## src/hw/rtl/sme_mem.sv

```systemverilog
// ----------------------------------------------------------------------------
// Operand stack memory
// One write port and one read port with registered read data.
// ----------------------------------------------------------------------------
module sme_mem #(
    parameter int DEPTH = 64,
    parameter int AW    = 6
) (
    input  logic             clk,
    input  logic             we,
    input  logic [AW-1:0]    waddr,
    input  logic [31:0]      wdata,
    input  logic [AW-1:0]    raddr,
    output logic [31:0]      rdata
);
    logic [31:0] mem [DEPTH];
    logic [31:0] rdata_reg;

    always_ff @(posedge clk)
    begin
        if (we)
        begin
            mem[waddr] <= wdata;
        end
        rdata_reg <= mem[raddr];
    end

    assign rdata = rdata_reg;
endmodule

```

## config.mk

```make
export PLATFORM = sky130hd
export DESIGN_NAME = sme_mem
export DESIGN_NICKNAME = d
export VERILOG_FILES = /design/src/hw/rtl/sme_mem.sv
export SDC_FILE = /design/constraint.sdc
export NUM_CORES = 2
export LEC_CHECK = 0
export BUFFER_PORTS_ARGS = -buffer_cell sky130_fd_sc_hd__buf_2
export CAP_MARGIN = 20
export CORE_MARGIN = 2
export CORE_UTILIZATION = 39
export CTS_CLUSTER_DIAMETER = 30
export DETAILED_ROUTE_END_ITERATION = 10
export SYNTH_ARGS = -nofsm -noshare
export SYNTH_HDL_FRONTEND = slang
export SYNTH_SLANG_ARGS = --single-unit
export TNS_END_PERCENT = 10
```

## constraint.sdc

```tcl
create_clock -name clk -period 4.2 [get_ports clk]
set_input_delay 0.84 -clock clk [delete_from_list [all_inputs] [get_ports clk]]
set_output_delay 0.84 -clock clk [all_outputs]
set_load 0.01 [all_outputs]
```

==> parameters.txt <==
Parameter                              Value

Status
  Run status ... finished, final reports clean

Layout
  Number of flip-flops in the largest register ... roughly 2000
  Final core occ ... 0.489
  Area growth from synthesis to layout ... 24.5%
  Final layout net count ... about 3900
  Share of post-route cells with drive strength above 1 ... 0.376
  Commonest non-fill, non-tap cells in the layout ... edfxtp_1 (2048), mux4_2 (544), clkbuf_16 (402)
  Multi-input gate area ... approximately 0.016 mm^2
  Sequential standard cell area ... between 0.06 and 0.07 mm^2
  Leading cell type in the layout, fill and taps excluded ... edfxtp_1
  Count of fill cells added during filler insertion ... approximately 16000

Routing
  Number of design rule violations left after detail routing ... 0
  Detailed router's first-iteration violation count ... between 4000 and 5000
  Antenna-violating nets left ... 0
  Average routed wire per standard cell ... between 30 and 40 um
  Vias ... ~39000
  Drt first pass iters ... 7
  Vias/cell ... between 5 and 6
  Routed wire length ... approximately 210 mm

STA
  Measured slew at the worst slew-check pin ... around 1100 ps
  Setup TNS after final layout ... 0 ps
  Tightest slew margin relative to the limit ... 0.251
  Fin. Hold Viols ... 0
  Final setup skew ... slightly below 80 ps
  RSZ-0062 raised after global routing ... no
  Period minus WS final ... about 3300 ps
  Number of pins exceeding their max-slew limit in the final report ... 0
  Count of endpoints failing setup in the final report ... 0
  Portion of the clock cycle consumed by the worst path in the final layout ... 0.778
  Maximum clock rate ... 306 MHz

Clock tree
  Total clock sinks ... approximately 2100
  Cell at the root of the clock tree ... clkbuf_16
  Setup bufs post-CTS ... 0
  Number of clock buffers inserted by TritonCTS ... between 300 and 400
  Clock tree from TritonCTS ... built
  Maximum buffer depth of the clock tree ... 4
  Number of H-tree levels ... 5
  Clock transition at the register clock pins on the worst setup and hold paths after CTS ... about 50 ps
  Post-CTS resize count ... 0
  Clock latency on the worst-skew pair ... about 960 ps
  # hold bufs at CTS ... 0

Critical path
  Critical-path cell with the highest stage delay ... o22ai_1
  Crit path arrival time ... roughly 4000 ps
  Type of element capturing the critical path ... flop
  Crit path buffers/inverters ... 3
  List of cells traversed by the critical path ... buf_8 -> buf_12 -> buf_12 -> mux4_2 -> mux4_2 -> o22ai_1 -> nor2_1
  Type of origin of the critical path ... input port
  CP max FO ... 47
  Required time of the critical path ... roughly 4900 ps
  Biggest cell delay along the critical path ... 650 ps
  Category of the critical setup timing path ... input port to flop
  Kind of cell with the highest combined delay on the critical path ... multiplexers

Synth
  Share of the yosys chip area belonging to registers ... 0.791
  Number of synthesized flops with an enable pin ... between 2000 and 2500
  Post-Synthesis Cells ... 3324
  Net count of the mapped netlist ... between 3000 and 4000
  Post-synth design cell area ... 0.0785 mm^2
  Post-synthesis area per instance ... approximately 24 um^2
  Number of warning messages in the yosys log ... 0
  Flops & latches, synth ... 2080
  Primary flip-flop cell chosen by synthesis mapping ... edfxtp_1
  Async set-reset flop share out of synthesis ... 0
  Number of unique standard cell types used by synthesis ... 34

Global route
  Vias in the first global route ... between 30000 and 40000
  Pin count of the biggest net entering global routing ... 65
  Congestion Overflow GR ... 0
  Antenna violations before repair ... 21
  First-pass GRT wire length ... 299 mm
  Total global-route track usage ... 0.207

Min path
  Worst min-delay path class ... input port to flop

Place
  Half-perimeter wire length after detailed placement ... between 100 and 150 mm
  Final weighted congestion of routability-driven global placement ... ~0.8
  Input/output buffers ... a little under 80

Floorplanning
  Die Height ... around 450 um
  Number of rows in the core area ... 164
  Starting density of the core ... 0.393
  Core ar. ... ~0.2 mm^2
  I/O pins ... just under 80
  Total die area ... slightly above 0.2 mm^2
  DIE WIDTH ... ~450 um

Pwr
  Reported leakage power ... roughly 32 nW
  Power per Cell Area ... between 500 and 600 mW/mm^2
  Worst ir drop on vdd ... 444 uV

Job
  Maximum capacitance violations ... 0
stage by stage:
stage          setup WS (ps)  std cells  area (um^2)  power [mW]  hold slack (ps)
4_1_cts                 1040       6822        97600        57.5              309
6_report                 933       6837        97700        57.2              288
3_3_place_gp            63.7       6098        84000        25.8              906
5_1_grt                  872       6830        97700        58.7              237
3_5_place_dp            50.1       6099        84100        25.9              895
2_1_floorplan            200       3324        78500        24.6              663
logic make-up after synthesis:
logic type / Yosys count / synth area share
DFF: 2080 / 0.791
AOI/OAI and AO/OA: 202 / 0.0167
and+or+nand+nor: 223 / 0.0127
muxes: 637 / 0.168
buffers and inverters: 182 / 0.0113
worst paths after layout:
path                         startpoint              endpoint  slack, ps  cells after the start
setup / recovery               raddr[0]      rdata[0]$_DFF_P_        930                      7
hold / removal                 wdata[1]  mem[58][1]$_DFFE_PP_        290                      1
setup reg to reg   mem[51][0]$_DFFE_PP_      rdata[0]$_DFF_P_       1710                      4
hold reg to reg   mem[24][28]$_DFFE_PP_     rdata[28]$_DFF_P_        850                      5
power breakdown:
group          total (mW)  internal (mW)  switching, mW
clock network        31.7           21.3           10.4
logic                2.31          0.853           1.46
registers            23.1           23.0          0.103
cell usage after synthesis, drive strengths merged, types with 5 or more instances:
master / instances / area (um^2)
clkbuf: 74 / 278
o221ai: 27 / 236
mux4: 544 / 12300
a22oi: 12 / 90.1
a21oi: 62 / 310
mux2i: 93 / 931
or3b: 5 / 43.8
edfxtp: 2048 / 61500
a311oi: 8 / 70.1
dfxtp: 32 / 641
nand3b: 5 / 37.5
nor2b: 15 / 93.8
buf: 108 / 608
o22ai: 84 / 526
nand2b: 8 / 50.1
nand3: 5 / 25.0
nor2: 137 / 514
nand2: 26 / 97.6
nor3: 7 / 35.0
layout make-up:
class | count | share of cell area
diodes | 9 | 0.000230
clock buffers | 442 | 0.105
clock inverters | 281 | 0.0333
multi-input cells | 1062 | 0.163
flip-flops and latches | 2080 | 0.636
well taps | 2656 | 0.0340
repair buffers | 307 | 0.0282
per-layer routing:
metal | up-vias | track usage | share of wire
met5 | - | 0 | 0.00017
met4 | 4 | 0.0664 | 0.028
met3 | 342 | 0.0423 | 0.082
met2 | 1805 | 0.335 | 0.49
met1 | 20900 | 0.282 | 0.40
li1 | 15500 | - | -
No activity file was read; power rests on OpenSTA's default activity.
