**config.mk**
```make
export PLATFORM = sky130hd
export DESIGN_NAME = sme_alu
export DESIGN_NICKNAME = d
export VERILOG_FILES = /design/src/hw/rtl/sme_pkg.sv /design/src/hw/rtl/sme_alu.sv
export SDC_FILE = /design/constraint.sdc
export NUM_CORES = 2
export LEC_CHECK = 0
export BUFFER_PORTS_ARGS = -buffer_cell sky130_fd_sc_hd__buf_2
export CORE_MARGIN = 2
export CORE_UTILIZATION = 40
export DETAILED_ROUTE_END_ITERATION = 8
export RECOVER_POWER = 100
export SYNTH_ARGS = -nofsm -noshare
export SYNTH_HDL_FRONTEND = slang
export SYNTH_SLANG_ARGS = --single-unit
```
**constraint.sdc**
```tcl
create_clock -name vclk -period 25.9
set_clock_uncertainty 0.05 [all_clocks]
set_input_delay 1.295 -clock vclk [all_inputs]
set_output_delay 1.295 -clock vclk [all_outputs]
set_load 0.005 [all_outputs]
```
**src/hw/rtl/sme_pkg.sv**
```systemverilog
// ----------------------------------------------------------------------------
// Stack machine execute unit package
// Shared operation codes, status codes and control types.
// ----------------------------------------------------------------------------
package sme_pkg;

    localparam int DataW = 32;

    localparam logic [4:0] MODE_NOP  = 5'd0;
    localparam logic [4:0] MODE_POP  = 5'd1;
    localparam logic [4:0] MODE_PSH0 = 5'd2;
    localparam logic [4:0] MODE_PSH1 = 5'd3;
    localparam logic [4:0] MODE_PSHM = 5'd4;
    localparam logic [4:0] MODE_PSHI = 5'd5;
    localparam logic [4:0] MODE_ADD  = 5'd6;
    localparam logic [4:0] MODE_SUB  = 5'd7;
    localparam logic [4:0] MODE_MUL  = 5'd8;
    localparam logic [4:0] MODE_DIVS = 5'd9;
    localparam logic [4:0] MODE_DIVU = 5'd10;
    localparam logic [4:0] MODE_AND  = 5'd11;
    localparam logic [4:0] MODE_OR   = 5'd12;
    localparam logic [4:0] MODE_XOR  = 5'd13;
    localparam logic [4:0] MODE_SHL  = 5'd14;
    localparam logic [4:0] MODE_SHR  = 5'd15;
    localparam logic [4:0] MODE_SHRS = 5'd16;
    localparam logic [4:0] MODE_EQZ  = 5'd17;
    localparam logic [4:0] MODE_EQ   = 5'd18;
    localparam logic [4:0] MODE_NE   = 5'd19;
    localparam logic [4:0] MODE_LTS  = 5'd20;
    localparam logic [4:0] MODE_LTU  = 5'd21;
    localparam logic [4:0] MODE_BR   = 5'd22;
    localparam logic [4:0] MODE_BEQZ = 5'd23;
    localparam logic [4:0] MODE_BNEZ = 5'd24;

    localparam logic [DataW-1:0] ALL_ONES   = 32'hFFFF_FFFF;
    localparam logic [4:0]       SHIFT_MASK = 5'h1F;

    typedef enum logic [2:0] {
        ST_OK      = 3'd0,
        ST_UNDER   = 3'd1,
        ST_OVER    = 3'd2,
        ST_DIV0    = 3'd3,
        ST_INVALID = 3'd4
    } status_t;

    localparam logic [1:0] EXC_NONE    = 2'd0;
    localparam logic [1:0] EXC_DIV0    = 2'd1;
    localparam logic [1:0] EXC_INVALID = 2'd2;

    typedef struct packed {
        logic start;
        logic is_signed;
    } div_ctl_t;

endpackage

```
**src/hw/rtl/sme_alu.sv**
```systemverilog
// ----------------------------------------------------------------------------
// Stack machine arithmetic and logic unit
// Combinational arithmetic, logic, shift and compare operations.
// ----------------------------------------------------------------------------
module sme_alu (
    input  logic [4:0]  mode,
    input  logic [31:0] a,
    input  logic [31:0] b,
    output logic [31:0] r
);
    import sme_pkg::*;

    logic [4:0]  sh;
    logic [31:0] prod;

    assign sh   = b[4:0] & SHIFT_MASK;
    assign prod = a * b;

    always_comb
    begin
        unique case (mode)
            MODE_ADD:  r = a + b;
            MODE_SUB:  r = a - b;
            MODE_MUL:  r = prod;
            MODE_AND:  r = a & b;
            MODE_OR:   r = a | b;
            MODE_XOR:  r = a ^ b;
            MODE_SHL:  r = a << sh;
            MODE_SHR:  r = a >> sh;
            MODE_SHRS: r = 32'($signed(a) >>> sh);
            MODE_EQZ:  r = {31'd0, b == 32'd0};
            MODE_EQ:   r = {31'd0, a == b};
            MODE_NE:   r = {31'd0, a != b};
            MODE_LTS:  r = {31'd0, $signed(a) < $signed(b)};
            MODE_LTU:  r = {31'd0, a < b};
            default:   r = ALL_ONES & 32'd0;
        endcase
    end
endmodule

```
==> flow_summary.yaml <==
global_routing:
  grt_overflow_total: 0
  grt_pass1_vias: 23500
  grt_pass1_wl_um: 157000
  grt_max_degree: 68
  grt_usage: 0.352
  antenna_found_initial: 6
placement:
  pre_cts_ws_ns: 15.15
  portBuffers: 101
  finalWeightedCongestion: 1.04
  dp_hpwl_um: 81600
finish:
  post-route-util: 0.424
  drive_above_1_share: 0.0737
  fillers: 6037
  regArea_um2: 0
  n_clock_buffer: 0
  syn_to_final_growth_pct: 4.13
  multi_input_area_um2: 20900
  fin_nets: 3644
  seq_cell_count: 0
sta:
  relSlewSlack: -1.43
  period_needed_ns: 12.14
  slew_viol_final: 85
  rsz0062_at_grt: "false"
  worst_slack_ns: 13.76
  setup_violations: 0
  hold_violations: 0
  tightest_slew_ns: 3.65
  tns_ns: 0
  timing.fmax_ghz: 0.0824
  layout_worst_path_cycle_share: 0.469
  hold_ws_ns: 3.16
synth:
  syn_area_um2: 23600
  yosysMostFrequentCell: "nor2_1"
  synth_area_leaders: "fa_1 35%, ha_1 12%, nor2_1 8.1%"
  synth_common_cells: "506 x nor2_1, 464 x inv_1, 410 x fa_1"
  synth_top_area_frac: 0.348
  synth.distinct_cells: 88
  synth_fp_nets: 3686
  yosysTopAreaCell: "fa_1"
  syn_inst: 2987
  syn_avg_cell_area_um2: 7.89
  yosysSeqAreaShare: 0
  synth_warnings: 0
clock_tree:
  cts_setup_buffers: 0
  postCtsHoldBufs: 0
  post_cts_resized: 0
setup_path:
  path_class: "in -> out"
  start_kind: "input port"
  crit_arrival_ns: 10.80
  worstSetupEndpointType: "output port"
  crit_fanout: 55
  required_ns: 24.56
die:
  die_area_um2: 60800
  fp-row-count: 88
  core_region_area_um2: 57900
  die_w_um: 247
  io_pins: 101
  die_y_um: 247
  start_util: 0.407
hold_path:
  hp-start: "mode[2]"
  min_path_type: "in -> out"
  holdPathEnd: "r[0]"
  min_delay_path_depth: 5
detailed_routing:
  drtPass1Iterations: 6
  drc: 0
  drtIter0Drc: 2507
  postRouteAntennaNets: 0
  dr_total_vias: 22800
  vias_per_cell: 6.13
  routed_wl_um: 107000
  routedWlPerCell_um: 28.7
outcome:
  outcome: "finished with violations"
  failed_checks: "max-capacitance violations, max-slew violations"
flow_run:
  max-cap-violations: 2
## through the flow
step                cells  area, um^2
floorplan            2987       23600
global placement     3708       24600
detailed placement   3708       24600
CTS                  3708       24600
global route         3709       24500
finish               3712       24500
## cell usage in the layout (no fill, tap or decap), types with 12 or more instances in the layout
master / netlist / final
ha_1: 220 / 220
nand2_1: 282 / 282
or3_1: 17 / 17
a31oi_1: 18 / 18
nor2b_1: 14 / 14
inv_1: 464 / 463
a211oi_1: 31 / 31
xnor2_1: 79 / 79
clkinv_1: 12 / 12
nor3_1: 40 / 40
buf_4: 6 / 44
a22oi_1: 25 / 25
o31ai_1: 19 / 19
clkbuf_1: 120 / 25
nor2_1: 506 / 505
nand2b_1: 21 / 21
a21oi_1: 122 / 122
o21ai_0: 129 / 131
o211ai_1: 16 / 16
mux2i_1: 43 / 43
nor4_1: 17 / 15
a21o_1: 21 / 21
buf_2: 28 / 76
a221oi_1: 16 / 16
xor2_1: 25 / 25
fa_1: 410 / 410
mux4_2: 47 / 47
nand3_1: 24 / 24
## worst max-delay path by stage
stage                     from  endpoint  slack (ns)  depth (start not counted)
after floorplan           b[2]     r[25]       15.75                         29
after global placement    b[5]     r[28]       15.17                         25
after detailed placement  b[5]     r[28]       15.15                         25
after CTS                 b[5]     r[30]       15.13                         23
after global routing      b[0]     r[30]       13.45                         17
final                     b[0]     r[28]       13.76                         17
## worst max-delay path, stage by stage
cell	delay, ns
clkbuf_1	0.89
clkbuf_1	2.63
nand2_1	0.33
fa_1	0.68
fa_1	0.55
inv_1	0.05
fa_1	0.48
fa_1	0.54
fa_1	0.57
fa_1	0.43
ha_1	0.39
and3_1	0.22
a311oi_1	0.83
o21ai_0	0.25
xnor2_1	0.18
o221ai_1	0.26
clkbuf_1	0.15
## layer usage
metal	wire length, um	vias to the layer above	GRT usage
li1	-	9567	-
met1	41000	11400	0.456
met2	46500	1444	0.543
met3	11300	356	0.0749
met4	7800	2	0.205
met5	11	-	0
## layout make-up
| cell class | count | area share |
|---|---|---|
| diodes | 4 | 0.000408 |
| repair buffers | 146 | 0.0330 |
| multi-input cells | 2316 | 0.854 |
| well taps | 765 | 0.0390 |
| inverters | 481 | 0.0736 |
## logic make-up (layout without fill, tap and decap cells)
family          Yosys count  in the layout  synth area share
buf+inv                 671            627             0.110
xor+xnor                104            104            0.0387
compound gates          508            508             0.144
simple gates            974            974             0.174
fa+ha+maj               630            630             0.465
other cells               0              4                 0
mux                     100            100            0.0680
