<file path="src/hw/rtl/sme_pkg.sv">
// ----------------------------------------------------------------------------
// Stack machine execute unit package
// Shared operation codes, status codes and control types.
// ----------------------------------------------------------------------------
package sme_pkg;

    localparam int DataW = 32;

    localparam logic [4:0] MODE_NOP  = 5'd0;
    localparam logic [4:0] MODE_POP  = 5'd1;
    localparam logic [4:0] MODE_PSH0 = 5'd2;
    localparam logic [4:0] MODE_PSH1 = 5'd3;
    localparam logic [4:0] MODE_PSHM = 5'd4;
    localparam logic [4:0] MODE_PSHI = 5'd5;
    localparam logic [4:0] MODE_ADD  = 5'd6;
    localparam logic [4:0] MODE_SUB  = 5'd7;
    localparam logic [4:0] MODE_MUL  = 5'd8;
    localparam logic [4:0] MODE_DIVS = 5'd9;
    localparam logic [4:0] MODE_DIVU = 5'd10;
    localparam logic [4:0] MODE_AND  = 5'd11;
    localparam logic [4:0] MODE_OR   = 5'd12;
    localparam logic [4:0] MODE_XOR  = 5'd13;
    localparam logic [4:0] MODE_SHL  = 5'd14;
    localparam logic [4:0] MODE_SHR  = 5'd15;
    localparam logic [4:0] MODE_SHRS = 5'd16;
    localparam logic [4:0] MODE_EQZ  = 5'd17;
    localparam logic [4:0] MODE_EQ   = 5'd18;
    localparam logic [4:0] MODE_NE   = 5'd19;
    localparam logic [4:0] MODE_LTS  = 5'd20;
    localparam logic [4:0] MODE_LTU  = 5'd21;
    localparam logic [4:0] MODE_BR   = 5'd22;
    localparam logic [4:0] MODE_BEQZ = 5'd23;
    localparam logic [4:0] MODE_BNEZ = 5'd24;

    localparam logic [DataW-1:0] ALL_ONES   = 32'hFFFF_FFFF;
    localparam logic [4:0]       SHIFT_MASK = 5'h1F;

    typedef enum logic [2:0] {
        ST_OK      = 3'd0,
        ST_UNDER   = 3'd1,
        ST_OVER    = 3'd2,
        ST_DIV0    = 3'd3,
        ST_INVALID = 3'd4
    } status_t;

    localparam logic [1:0] EXC_NONE    = 2'd0;
    localparam logic [1:0] EXC_DIV0    = 2'd1;
    localparam logic [1:0] EXC_INVALID = 2'd2;

    typedef struct packed {
        logic start;
        logic is_signed;
    } div_ctl_t;

endpackage

</file>
<file path="src/hw/rtl/sme_div.sv">
// ----------------------------------------------------------------------------
// Iterative divider
// Restoring division on magnitudes, one quotient bit per cycle.
// ----------------------------------------------------------------------------
module sme_div (
    input  logic                clk,
    input  logic                rst_n,
    input  sme_pkg::div_ctl_t   ctl,
    input  logic [31:0]         a,
    input  logic [31:0]         b,
    output logic                done,
    output logic [31:0]         q
);
    import sme_pkg::*;

    logic        run_reg;
    logic [4:0]  step_reg;
    logic [31:0] rem_reg;
    logic [31:0] dq_reg;
    logic [31:0] mb_reg;
    logic        neg_reg;
    logic [32:0] shifted;
    logic [32:0] diff;
    logic        qbit;
    logic [31:0] qraw;
    logic        na;
    logic        nb;

    assign na      = ctl.is_signed & a[31];
    assign nb      = ctl.is_signed & b[31];
    assign shifted = {rem_reg, dq_reg[31]};
    assign diff    = shifted - {1'b0, mb_reg};
    assign qbit    = ~diff[32];
    assign qraw    = {dq_reg[30:0], qbit};
    assign done    = run_reg && (step_reg == 5'd0);
    assign q       = neg_reg ? (32'd0 - qraw) : qraw;

    always_ff @(posedge clk or negedge rst_n)
    begin
        if (!rst_n)
        begin
            run_reg  <= 1'b0;
            step_reg <= 5'd0;
        end
        else if (ctl.start)
        begin
            run_reg  <= 1'b1;
            step_reg <= 5'd31;
        end
        else if (run_reg)
        begin
            run_reg  <= (step_reg != 5'd0);
            step_reg <= step_reg - 5'd1;
        end
    end

    always_ff @(posedge clk)
    begin
        if (ctl.start)
        begin
            rem_reg <= 32'd0;
            dq_reg  <= na ? (32'd0 - a) : a;
            mb_reg  <= nb ? (32'd0 - b) : b;
            neg_reg <= na ^ nb;
        end
        else if (run_reg)
        begin
            rem_reg <= qbit ? diff[31:0] : shifted[31:0];
            dq_reg  <= qraw;
        end
    end
endmodule

</file>
<file path="config.mk">
export PLATFORM = sky130hd
export DESIGN_NAME = sme_div
export DESIGN_NICKNAME = d
export VERILOG_FILES = /design/src/hw/rtl/sme_pkg.sv /design/src/hw/rtl/sme_div.sv
export SDC_FILE = /design/constraint.sdc
export NUM_CORES = 1
export LEC_CHECK = 0
export BUFFER_PORTS_ARGS = -buffer_cell sky130_fd_sc_hd__buf_4
export CORE_ASPECT_RATIO = 0.5
export CORE_UTILIZATION = 39
export DETAILED_ROUTE_END_ITERATION = 10
export PLACE_DENSITY = 0.61
export SKIP_CTS_REPAIR_TIMING = 1
export SLEW_MARGIN = 10
export SYNTH_ARGS = -nofsm -noshare
export SYNTH_HDL_FRONTEND = slang
export SYNTH_SLANG_ARGS = --single-unit
</file>
<file path="constraint.sdc">
create_clock -name clk -period 5.2 [get_ports clk]
set_clock_uncertainty 0.15 [all_clocks]
set_input_delay 0.52 -clock clk [delete_from_list [all_inputs] [get_ports clk]]
set_output_delay 0.52 -clock clk [all_outputs]
set_load 0.02 [all_outputs]
</file>
==> parameters.txt <==
Parameter                              Value

Outcome
  Run status ... completed

Critical path
  Worst Setup Start Kind ... flop
  Worst Setup Path Type ... flop to output port
  Kind of end point of the critical path ... output port
  Startpoint of the lowest-slack register-to-register path ... dq_reg[31]
  Worst-path maximum fanout ... 6
  CP arrival ... approximately 4.2 ns
  Setup slack, reg-to-reg ... about 1.5 ns
  Critical path launch point ... dq_reg[31]
  Worst R2R Path Depth ... 14
  Worst r2r dst ... rem_reg[8]
  Crit path required time ... between 4 and 5 ns

CTS
  Total CTS buffers ... 9
  Clock-pin slew reported for the worst setup and hold paths after clock tree synthesis ... 0.07 ns
  CTS root buffer ... clkbuf_16
  Buffer depth of the longest clock path ... 2
  CTS sink cnt ... 103
  Clock insertion delay at the later pin of the skew report ... ~0.35 ns
  TritonCTS clock tree ... done
  H-tree Lvls ... 3

Routing
  Total Routed Length ... roughly 20000 um
  Routed via count ... 6655
  DRT Pass-1 Iters ... 5
  Vias per Instance ... roughly 5.3
  Count of routing violations after the opening detailed-route iteration ... 310
  DRT antenna net count ... 0
  DRC violation count after routing ... 0
  Wire length per cell after detailed routing ... roughly 16 um

Synthesis
  Number of register bits inferred by synthesis ... 103
  Cell types occupying the most area after synthesis ... edfxtp_1 25%, xnor2_1 10%, dfxtp_1 8.2%
  Area of the mapped netlist ... between 7000 and 8000 um^2
  Post-synthesis sequential area ratio ... 0.3520
  Yosys warns ... 0
  Share of async-settable or async-resettable flops after synthesis ... 0.05825
  Synth top area share ... 0.2505
  Per-instance average area after synthesis ... approximately 8.6 um^2
  Cell type with the highest aggregate area in the netlist ... edfxtp_1
  Post-synthesis instance total ... about 900
  Net count after synthesis ... 1009
  Synth cell types ... 65
  Primary flip-flop cell chosen by synthesis mapping ... edfxtp_1
  Number of enable-type register cells in the synthesized netlist ... 65

Pwr
  P_leak ... 3.585 nW
  Sw Share ... 0.4304
  Logic gate share of total power ... 0.509
  Sequential fraction of design power ... 0.318
  Total net switching power ... about 1.7 mW
  Worst voltage drop across the vdd grid ... around 0.25 mV
  Power density cells ... around 430 nW/um^2
  Internal power contribution ... around 2.2 mW
  Clock network fraction of total power ... 0.173

GRT
  GRT Residual Overflow ... 0
  Largest net degree at the start of global routing ... 73
  Number of global-route vias before repair ... roughly 6400
  Global-route usage over all layers ... 0.1954
  Number of antenna violations at the first check in global routing ... 0
  First-pass GRT wire length ... approximately 32000 um

Min path
  Hold Path Cell Cnt ... 1
  Hold/Removal Path Class ... input pin to flop
  Endpoint with the worst hold slack ... mb_reg[0]
  Worst Hold Launch ... b[0]

Floorplanning
  Horizontal extent of the die ... a little over 200 um
  Top Ports ... 101
  Number of cell rows ... 36
  Total Die Area ... approximately 21000 um^2
  Initial standard-cell utilization of the core ... 0.3995
  Die span in y ... about 100 um
  Area of the core region ... 19500 um^2

Timing
  Final Hold Violating Endpoints ... 0
  Total of endpoints with negative setup slack in the final report ... 0
  Setup repair after global routing missed its margin ... false
  Slew Viols, Final ... 0
  Crit share post-route ... 0.9379
  Worst hold margin ... ~0.26 ns
  Post-route minimum period ... 4.877 ns
  Pin slew with the least headroom to its limit ... 1.087 ns
  Achievable frequency ... ~200 MHz
  Fin worst setup slack ... about 0.32 ns
  Headroom to the max-slew limit ... 0.2754

Placement
  Number of placed instances with taps included ... around 1200
  Worst slack after detailed placement ... roughly 0.42 ns
  Area of placed instances ... just under 9000 um^2
  GPL Wtd Cong ... 0.8613
  Placed wire-length estimate ... roughly 15000 um
  Port bufs ... 100

Finish
  Utilization of the core after routing ... 0.4656
  Fillcell total ... 1931
  Number of standard cells in the final layout excluding fillers ... between 1000 and 1500
  Total number of nets in the final design ... approximately 1100
  Cell area after layout ... around 9100 um^2
  Ratio of cells with drive above 1 in the final layout ... 0.1512
  Growth of design area from synthesis to finish ... 16.52%

Run
  Number of violations of the max-capacitance limit ... 0
-- cells by family after synthesis --
kind of cell,share of synthesized area
flip-flops,0.3520
XOR/XNOR,0.1395
AND/OR/NAND/NOR,0.1779
AO/OA/AOI/OAI,0.2124
multiplexers,0.006423
buffers and inverters,0.04977
adder cells (fa/ha/maj),0.06198
-- worst max path at each step --
stage	slack [ns]	depth (start not counted)	to
2_1_floorplan	0.74	17	q[30]
5_1_grt	0.03	17	q[30]
6_report	0.32	17	q[26]
3_5_place_dp	0.42	17	q[30]
3_3_place_gp	0.54	17	q[30]
4_1_cts	-0.002	17	q[30]
-- routing by layer --
metal	GRT usage	wire [um]	vias up
met2	0.3117	8583	153
met1	0.2824	10290	3096
li1	-	-	3399
met4	0.03380	91	0
met5	0	0	-
met3	0.03093	1004	7
-- cells in the final DEF (no fill, tap or decap), types with 4 or more instances in the layout --
cell type  instances
a21o_1             8
a21oi_1           82
a311oi_1          15
a311oi_2           9
a31oi_1            6
and2_1            10
and3_1            10
and3b_1            4
buf_4            107
clkbuf_16          9
dfrtp_1            6
dfxtp_1           32
edfxtp_1          65
ha_1              37
inv_1             61
mux2i_1            5
nand2_1           96
nand2b_1          11
nand3_1           15
nand4_1            4
nor2_1           101
nor2b_1            4
nor3_1            14
nor4_1            12
o21a_1             6
o21ai_0           49
o31ai_1           15
o41ai_1           10
o41ai_2            6
or3_1              8
xnor2_1           89
xor2_1            32
-- Yosys cell counts (4+ instances only) --
| library cell | count |
|---|---|
| nor2_1 | 101 |
| nand2_1 | 96 |
| xnor2_1 | 89 |
| a21oi_1 | 82 |
| edfxtp_1 | 65 |
| inv_1 | 61 |
| o21ai_0 | 49 |
| ha_1 | 37 |
| dfxtp_1 | 32 |
| xor2_1 | 32 |
| clkbuf_1 | 25 |
| a311oi_1 | 15 |
| nand3_1 | 15 |
| o31ai_1 | 15 |
| nor3_1 | 14 |
| nand2b_1 | 12 |
| nor4_1 | 12 |
| o41ai_1 | 11 |
| and2_1 | 10 |
| and3_1 | 10 |
| a311oi_2 | 9 |
| a21o_1 | 8 |
| or3_1 | 8 |
| a31oi_1 | 6 |
| dfrtp_1 | 6 |
| o21a_1 | 6 |
| mux2i_1 | 5 |
| o41ai_2 | 5 |
| and3b_1 | 4 |
| buf_2 | 4 |
| nand4_1 | 4 |
| nor2b_1 | 4 |
-- layout make-up --
class	count	area (um^2)	area share
diodes	1	2.502	0.0002756
clock buffers	10	229.0	0.02522
clock inverters	6	50.05	0.005512
inverters	62	232.7	0.02563
multi-input cells	703	4677	0.5151
flip-flops and latches	103	2743	0.3021
well taps	266	332.8	0.03665
repair buffers	108	813.3	0.08957
-- metrics by stage --
step           total power [mW]  setup TNS, ns
2_1_floorplan             2.683              0
3_3_place_gp              3.160              0
3_5_place_dp              3.193              0
4_1_cts                   3.878      -0.002221
5_1_grt                   4.154              0
6_report                  3.868              0
-- power groups by stage --
stage / combinational, mW / clock (mW) / sequential, mW
floorplan: 1.50 / 0 / 1.18
global placement: 1.92 / 0 / 1.24
detailed placement: 1.95 / 0 / 1.25
CTS: 1.96 / 0.690 / 1.23
global route: 2.17 / 0.719 / 1.26
finish: 1.97 / 0.670 / 1.23
-- critical path, cell delays in order (launching register included) --
cell       delay (ns)
edfxtp_1         0.36
inv_1            0.05
ha_1             0.22
fa_1             0.40
and2b_1          0.24
o2111ai_1        0.15
a31oi_2          0.31
a21oi_4          0.14
o21ai_4          0.21
a41oi_4          0.20
xnor2_4          0.18
inv_2            0.08
ha_1             0.22
nand4_1          0.16
nand2b_4         0.26
o31ai_1          0.30
xnor2_1          0.18
buf_4            0.18
Power figures use the tool's default switching activity.
